## src/rtl/vbm_pkg.sv

```systemverilog
// ----------------------------------------------------------------------------
// vbm_pkg
// Shared types and constants of the voxel boundary marker.
// ----------------------------------------------------------------------------
package vbm_pkg;

    localparam int GRID_SIZE = 32;
    localparam int ROW_W = 32;
    localparam int EDGE = (GRID_SIZE < ROW_W) ? GRID_SIZE : ROW_W;
    localparam int IDX_W = 5;
    localparam int ADDR_W = 2 * IDX_W;
    localparam int CNT_W = 5;
    localparam logic [CNT_W-1:0] THRESH_RESET = CNT_W'(25);
    localparam logic [ROW_W-1:0] ROW_MASK =
        (EDGE >= ROW_W) ? {ROW_W{1'b1}} : ROW_W'((64'd1 << EDGE) - 64'd1);
    localparam logic REQ_WRITE = 1'b0;
    localparam logic REQ_READ = 1'b1;
    localparam logic [IDX_W-1:0] EDGE_LAST = IDX_W'(EDGE - 1);
    localparam logic [1:0] ADDR_THRESHOLD = 2'd0;

    typedef struct packed {
        logic              is_read;
        logic              in_grid;
        logic [IDX_W-1:0]  plane;
        logic [IDX_W-1:0]  row;
        logic [ROW_W-1:0]  bits;
    } vbm_cmd_t;

endpackage

```

## src/rtl/vbm_front.sv

```systemverilog
// ----------------------------------------------------------------------------
// vbm_front
// Accepts request words, checks range, and queues them for the back end.
// ----------------------------------------------------------------------------
module vbm_front (
    input  logic                      aclk,
    input  logic                      aresetn,
    input  logic                      s_valid,
    output logic                      s_ready,
    input  logic                      s_req_type,
    input  logic [vbm_pkg::IDX_W-1:0] s_plane_index,
    input  logic [vbm_pkg::IDX_W-1:0] s_row_index,
    input  logic [vbm_pkg::ROW_W-1:0] s_row_bits,
    output logic                      q_valid,
    input  logic                      q_ready,
    output vbm_pkg::vbm_cmd_t         q_cmd
);
    import vbm_pkg::*;

    vbm_cmd_t    slot_reg [2];
    logic [1:0]  cnt_reg, cnt_next;
    logic        wp_reg, rp_reg;
    vbm_cmd_t    cmd;
    logic        push, pop;

    assign s_ready = (cnt_reg != 2'd2);
    assign push = s_valid && s_ready;
    assign q_valid = (cnt_reg != 2'd0);
    assign pop = q_valid && q_ready;
    assign q_cmd = slot_reg[rp_reg];

    always_comb begin
        cmd.is_read = (s_req_type == REQ_READ);
        cmd.in_grid = (s_plane_index <= EDGE_LAST) && (s_row_index <= EDGE_LAST);
        cmd.plane = s_plane_index;
        cmd.row = s_row_index;
        cmd.bits = s_row_bits & ROW_MASK;
        cnt_next = cnt_reg + {1'b0, push} - {1'b0, pop};
    end

    always_ff @(posedge aclk) begin
        if (!aresetn) begin
            cnt_reg <= 2'd0;
            wp_reg <= 1'b0;
            rp_reg <= 1'b0;
        end else begin
            cnt_reg <= cnt_next;
            if (push) wp_reg <= ~wp_reg;
            if (pop) rp_reg <= ~rp_reg;
        end
        if (push) slot_reg[wp_reg] <= cmd;
    end

`ifndef SYNTHESIS
    a_no_overflow: assert property (@(posedge aclk) disable iff (!aresetn)
        cnt_reg != 2'd3) else $error("queue count out of range");
    a_pop_only_valid: assert property (@(posedge aclk) disable iff (!aresetn)
        (cnt_reg == 2'd0) |=> (cnt_reg != 2'd2)) else $error("queue jumped");
    a_full_blocks: assert property (@(posedge aclk) disable iff (!aresetn)
        (cnt_reg == 2'd2) |-> !s_ready) else $error("full queue accepts");
`endif
endmodule

```

## config.mk

```make
export PLATFORM = sky130hd
export DESIGN_NAME = vbm_front
export DESIGN_NICKNAME = d
export VERILOG_FILES = /design/src/rtl/vbm_pkg.sv /design/src/rtl/vbm_front.sv
export SDC_FILE = /design/constraint.sdc
export NUM_CORES = 1
export LEC_CHECK = 0
export ABC_AREA = 1
export BUFFER_PORTS_ARGS = -buffer_cell sky130_fd_sc_hd__buf_2
export CORE_AREA = 2 2 78 109
export CTS_CLUSTER_SIZE = 25
export DETAILED_ROUTE_END_ITERATION = 8
export DIE_AREA = 0 0 80 111
export MAX_ROUTING_LAYER = met4
export PLACE_DENSITY = 0.73
export SLEW_MARGIN = 15
export SYNTH_ARGS = -nofsm -noshare
export SYNTH_HDL_FRONTEND = slang
export SYNTH_SLANG_ARGS = --single-unit
```

## constraint.sdc

```tcl
create_clock -name aclk -period 3.51 [get_ports aclk]
set_clock_uncertainty 0.2 [all_clocks]
set_input_delay 0.702 -clock aclk [delete_from_list [all_inputs] [get_ports aclk]]
set_output_delay 0.702 -clock aclk [all_outputs]
set_load 0.03 [all_outputs]
```

======== Word-level counts from Yosys, hierarchy flattened ========
Memories as Yosys holds them, arrays and structs flattened. A register that Yosys moved wholly into a read port is not among the register bits.
Index checks and enable logic that the tools add are counted.
operators by class
  add/subtract/negate cells ............... 2
  multipliers ............................. 0
  divide/modulo/power cells ............... 0
  magnitude comparators ................... 2
  equality and inequality tests ........... 1
  shifts and indexed selects .............. 0
  muxes and demuxes ....................... 4
  bitwise gates (word level) .............. 2
  reductions and logical operators ........ 4
operators with widths
  kind                                          count
  <= comparator 5 bit, second input constant    2
  two-way mux 1 bit                             4
  logical AND 1 bit                             3
  adder 2 x 1 -> 2 bit                          1
  inequality test 2 bit, second input constant  1
  inverter 1 bit                                2
  nonzero test 2 bit                            1
  subtractor 2 x 1 -> 2 bit                     1
word-level totals
  register bits after elaboration ......... 4
  bits in latches ......................... 0
  RAM bits ................................ 88
  memory bits (read-only) ................. 0
  input bits .............................. 47
  output and inout port bits .............. 46
  logic and storage cells ................. 19
  memories ................................ 1
memory list
  name      depth  width  rd ports  clocked after memory_dff  wr ports  RTL line         source
  slot_reg  2      44     1         1                         1         vbm_front.sv:20  vbm_cmd_t slot_reg [2];

======== Depth between registers and ports, before layout ========
Gate-level depths: netlist (run 1).
  depth in word-level cells ............... 4
  mapped depth ............................ 11

======== Worst setup path before layout (run 1) ========
Ideal clock, no wire load.
  path type ............................... input-to-reg
  from .................................... input port s_valid
  to ...................................... memory slot_reg[1][0] in the netlist's numbering (enable)
  arrival ................................. 2740 ps
  data required time ...................... 2863 ps
  setup slack ............................. 123 ps
  stages on the path ...................... 2
  path buffers ............................ 0
  cell sequence ........................... nand2_1 nor2_1
between the ends
  word-level cells in the longest chain between the ends .. 3
RTL lines
  element                                  RTL line         source
  start, declared                          vbm_front.sv:8   input logic s_valid,
  logical AND 1 bit                        vbm_front.sv:27  assign push = s_valid && s_ready;
  two-way mux 1 bit                        vbm_front.sv:51  if (push) slot_reg[wp_reg] <= cmd;
  two-way mux 1 bit (not written as such)  vbm_front.sv:51
  end, declared                            vbm_front.sv:20
Every way passes these cells.

==> results of run 1 <==
[final cells by class]
type / instances / area (um^2)
clock buffers: 14 / 244.0
clock inverters: 2 / 33.78
fillers: 655 / 3522
inverters: 7 / 26.28
multi-input cells: 70 / 777.0
flip-flops and latches: 93 / 2744
well taps: 102 / 127.6
repair buffers: 96 / 528.0
[stage by stage]
| step | power, mW | cell area [um^2] | cells |
|---|---|---|---|
| 6_report | 3.466 | 4481 | 384 |
| 2_1_floorplan | 2.375 | 3622 | 175 |
| 3_3_place_gp | 2.586 | 4203 | 368 |
| 4_1_cts | 3.514 | 4481 | 384 |
| 5_1_grt | 3.634 | 4481 | 384 |
| 3_5_place_dp | 2.614 | 4203 | 368 |
[kinds of logic after synthesis]
kind of cell             share of synthesized area
flip-flops                                  0.7580
AND/OR/NAND/NOR                            0.02282
buffers and inverters                      0.03251
adder cells (fa/ha/maj)                   0.003457
AO/OA/AOI/OAI                             0.001382
XOR/XNOR                                  0.002421
other                                     0.001036
multiplexers                                0.1784
[worst max path at each step]
| stage | slack [ns] | startpoint | to |
|---|---|---|---|
| 6_report | 1.08 | flip-flop | q_cmd[26] |
| 3_3_place_gp | 1.23 | s_valid | slot_reg[1][39] |
| 4_1_cts | 1.05 | flip-flop | q_cmd[19] |
| 5_1_grt | 1.01 | flip-flop | q_cmd[19] |
| 3_5_place_dp | 1.17 | s_valid | slot_reg[1][16] |
| 2_1_floorplan | 0.12 | s_valid | slot_reg[1][0] |
[metal layers]
layer  global-route usage  vias to the layer above
li1                     -                      857
met1               0.1438                      852
met3              0.03990                        8
met5                    -                        -
met4              0.07571                        0
met2               0.2217                       53
[worst max-delay path, delay by kind of cell, from the launching register on]
kind	cells	cell delay [ns]
multiplexers	1	0.34
flip-flops	1	0.38
buffers and inverters	2	0.47
[layout by cell type (no fill, tap or decap)]
cell       instances
bufinv_16          1
buf_4              1
dfxtp_1            4
clkbuf_1           5
dfxtp_2            1
xnor2_1            1
nor2_1             6
ha_1               1
conb_1             2
clkbuf_16          9
buf_12             3
nand2_1           11
a21oi_1            1
buf_2             92
nor2_4             2
nand3_1            1
mux2_4            40
edfxtp_1          88
mux2_2             4
nor2_2             1
clkinv_1           1
inv_1              7
[power breakdown]
part	leakage [nW]	switching, mW	internal, mW
clock network	0.133	0.345	0.550
registers	0.864	0.0526	1.41
logic	0.788	0.670	0.438
==> results.cfg, run 1 <==
[synth]
synth_seq_area_share = 0.7580
synth.top_cell.area_share = 0.7303
synth_area_um2 = 3618
avgSynthCellArea_um2 = 20.80
yosysMostFrequentCell = edfxtp_1
synthTopCellsByArea = edfxtp_1, mux2_4, dfxtp_1
synth_enable_flop_cells = 88
post_synthesis_cell_type_count = 15
synthArstFlopShare = 0
post_synth_inst_count = 174
synth.yosys.warnings = 0
ys_ff_latch = 93
postSynth.topFlopCell = edfxtp_1
synth_largest_area_cell = edfxtp_1
netlist_top_cells_count = edfxtp_1, mux2_4, nand2_1

[global_routing]
grt_pass1_wl_mm = 8.438
maximum_number_of_pins_on_one_net_before_global_route_repair = 29
number_of_antenna_violations_at_the_first_check_in_global_routing = 0
track_usage = 0.1354
grt_pass1_vias = 1802
overflow = 0

[detailed_routing]
detail-route-antenna-nets = 0
postRouteWirelength_mm = 5.509
vias_per_cell = 4.609
first_iter_violations = 100
drc_errors = 0
wl_per_cell_um = 14.35
drt-met1-wl_mm = 2.150
top_signal_layer_used = met4
via_count = 1770
dr_wl_met2_mm = 2.979
drt_first_pass_iters = 4
met3RoutedLength_um = 258

[cells_and_area]
area_growth_syn_to_layout_pct = 23.82
final_util = 0.5599
layout-drive-gt1-share = 0.5461
antenna_cells = 0
finish.net_count = 325
largest_register_ffs = 88

[floorplan]
height_of_the_die_um = 111
fp.coreArea_um2 = 8003
die_width_um = 80
row_count = 39
initial_core_util = 0.4522
fp.dieArea_um2 = 8880
io-pin-count = 93

[clocking]
tritoncts_clock_tree = built
cts.reportedPaths.clkPinSlew_ns = 0.06
numCtsBuffers = 9
clock-root-buffer = clkbuf_16
clk_latency_worst_skew_pair_ns = 0.33
post-cts-setup-buffer-count = 0
cts_resized = 0
holdBufCountCts = 0
cts_buffer_depth = 2
cts-htree-levels = 3
numClockSinks = 93

[sta]
tightest_pin_transition_ns = 0.5831
clock.fmax_ghz = 0.4121
timing.slew.headroom = 0.6103
setup_viol = 0
hold_ws_ns = 0.3071
final_worst_path_setup_slack_ns = 1.083
timing.final.hold_violations = 0
period_needed_ns = 2.427
fin_tns_setup_ns = 0
rsz_0062_raised_after_global_routing = false
fin_crit_sh = 0.6914
slew_violations = 0

[critical_path]
reg2reg_depth = 5
critical_path.startpoint_type = flip-flop
timing.critical_path.to_type = output pin
cells_along_the_critical_path = buf_4 -> mux2_4 -> buf_2
worstPathMaxFanout = 14
crit_slowest_cell = dfxtp_2
cp_data_required_time_ns = 2.61
critical_path.reg2reg.endpoint = slot_reg[1][16]
reg2reg_from = cnt_reg[0]
crit_path_max_incr_delay_ns = 0.38
crit_path_class = reg -> out
regToRegSetupSlack_ns = 1.49
crit_arrival_ns = 1.52

[placed_design]
finalWeightedCongestion = 0.6828
post-dp-hpwl_mm = 3.765
dpl_worst_slack_ns = 1.171
io_buffers = 92

[worst_hold_path]
hold_start = rp_reg
min_path_type = reg -> reg
worstHoldPathCells = 2

[power_and_ir_drop]
pwr_density_cell_nw_per_um2 = 773.6
power_leakage_nw = 1.785
ir_worst_vdd_mv = 0.4678

[job]
max_cap_viol_count = 0

[status]
outcome = finished clean
No activity file was read; power rests on OpenSTA's default activity.
==> run 2: changes to the inputs <==
- clock period: 3.51 -> 2.1 ns (I/O delays scaled with it)
==> results.cfg, run 2 (synthesis gave the netlist of run 1 again) <==
[status]
outcome = finished clean

[cells_and_area]
area_growth_syn_to_layout_pct = 25.69
final_cell_mix = buf_2, edfxtp_1, mux2_4
final_util = 0.5683
finish.net_count = 328
area_of_combinational_cells_with_multiple_inputs_um2 = 789.5
layout.cells.non_filler = 388
final_common_cell = buf_2
final-seq-area_um2 = 2746
largest_register_ffs = 88
final.fill_count = 637
layout-drive-gt1-share = 0.5684

[critical_path]
critical_path.startpoint_type = flip-flop
timing.critical_path.to_type = output pin
crit_arrival_ns = 1.43
cells_along_the_critical_path = clkbuf_16 -> mux2_4 -> buf_2
crit_path_max_incr_delay_ns = 0.40
cp_data_required_time_ns = 1.48
crit_path_class = reg -> out
worstPathMaxFanout = 15
crit_slowest_cell = dfxtp_4

[detailed_routing]
wl_per_cell_um = 15.23
first_iter_violations = 62
drt_first_pass_iters = 4
vias_per_cell = 4.642
postRouteWirelength_mm = 5.911
via_count = 1801
detail-route-antenna-nets = 0
drc_errors = 0

[global_routing]
grt.met2_usage = 0.2411
grt_pass1_vias = 1901
number_of_antenna_violations_at_the_first_check_in_global_routing = 1
grt_pass1_wl_mm = 8.887
track_usage = 0.1426
grt_util_met1 = 0.1374
grt_most_used_layer = met2
maximum_number_of_pins_on_one_net_before_global_route_repair = 31
grt.met3_usage = 0.03013
overflow = 0

[clocking]
clock-root-buffer = clkbuf_16
tritoncts_clock_tree = built
numClockSinks = 93
cts_buffer_depth = 2
cts.reportedPaths.clkPinSlew_ns = 0.06
clk_latency_worst_skew_pair_ns = 0.32
cts-htree-levels = 3
post-cts-setup-buffer-count = 0
numCtsBuffers = 9

[worst_hold_path]
min_path_type = in -> reg

[power_and_ir_drop]
ir_worst_vdd_mv = 0.7879
power_leakage_nw = 1.823
pwr_density_cell_nw_per_um2 = 1287

[sta]
fin_tns_setup_ns = 0
rsz_0062_raised_after_global_routing = false
slew_violations = 0
fin_crit_sh = 0.9772
hold_ws_ns = 0.08253
setup_viol = 0
timing.final.hold_violations = 0
clock.fmax_ghz = 0.4873
period_needed_ns = 2.052

[floorplan]
initial_core_util = 0.4522
fp.coreArea_um2 = 8003
height_of_the_die_um = 111
io-pin-count = 93
row_count = 39
die_width_um = 80
fp.dieArea_um2 = 8880

[job]
max_cap_viol_count = 0

[placed_design]
finalWeightedCongestion = 0.7343
io_buffers = 92
post-dp-hpwl_mm = 3.925
number_of_cells_in_the_design_after_placement = 370
-- run 2: cell types whose count changed in the layout (fill, tap and decap cells not counted), moves of 2 or more --
cell / before / now
buf_2: 92 / 90
clkbuf_8: 0 / 3
clkbuf_1: 5 / 2
nand2_2: 0 / 2
nand2_1: 11 / 9
mux2_2: 4 / 2
buf_4: 1 / 5
mux2_4: 40 / 42
-- run 2: power by group --
group | switching, mW | internal, mW | total, mW
combinational | 1.15 | 0.786 | 1.93
clock | 0.569 | 0.892 | 1.46
sequential | 0.0967 | 2.36 | 2.46
total | 1.81 | 4.04 | 5.85
-- run 2: stage by stage --
stage                     setup WS (ns)  power [mW]  cell area (um^2)
after floorplan                 0.08792       3.977              3642
after global placement           0.3324       4.330              4210
after detailed placement         0.3256       4.377              4210
after CTS                    -0.0007392       5.872              4509
after global routing           0.001667       6.109              4548
final                           0.04798       5.852              4548
-- run 2: repair_timing --
| action | 4_1_cts | 5_1_grt |
|---|---|---|
| endpoints found under the hold margin | 0 | 0 |
| cloned | 0 | 1 |
| setup endpoints to repair | 8 | 32 |
| hold buffers | 0 | 0 |
| resized for setup | 5 | 3 |
-- run 2: path summary, 6_finish.rpt --
check                               startpoint               to  slack [ns]  depth (start not counted)
worst max register to register      cnt_reg[0]       cnt_reg[1]        0.43                         11
worst min register to register          rp_reg           rp_reg        0.33                          2
worst max-delay path                 flip-flop        q_cmd[19]        0.05                          3
worst min-delay path            s_row_bits[23]  slot_reg[0][23]        0.08                          1
-- run 2: layout make-up --
| cell class | count | area share |
|---|---|---|
| inverters | 7 | 0.005777 |
| clock buffers | 14 | 0.06025 |
| repair buffers | 99 | 0.1260 |
| clock inverters | 2 | 0.001926 |
| multi-input cells | 70 | 0.1736 |
| well taps | 102 | 0.02806 |
| flip-flops and latches | 93 | 0.6039 |
| diodes | 1 | 0.0005502 |
-- run 2: routing by layer --
layer	part of all wire	up-vias	wire length [um]
li1	-	869	-
met1	0.37	862	2177
met2	0.55	53	3255
met3	0.040	17	235
met4	0.041	0	242
met5	0	-	0
-- run 2: critical path: cells and delay by family, from the launching register on --
kind,cells,cell delay [ns]
buffers and inverters,2,0.40
flip-flops,1,0.40
multiplexers,1,0.31
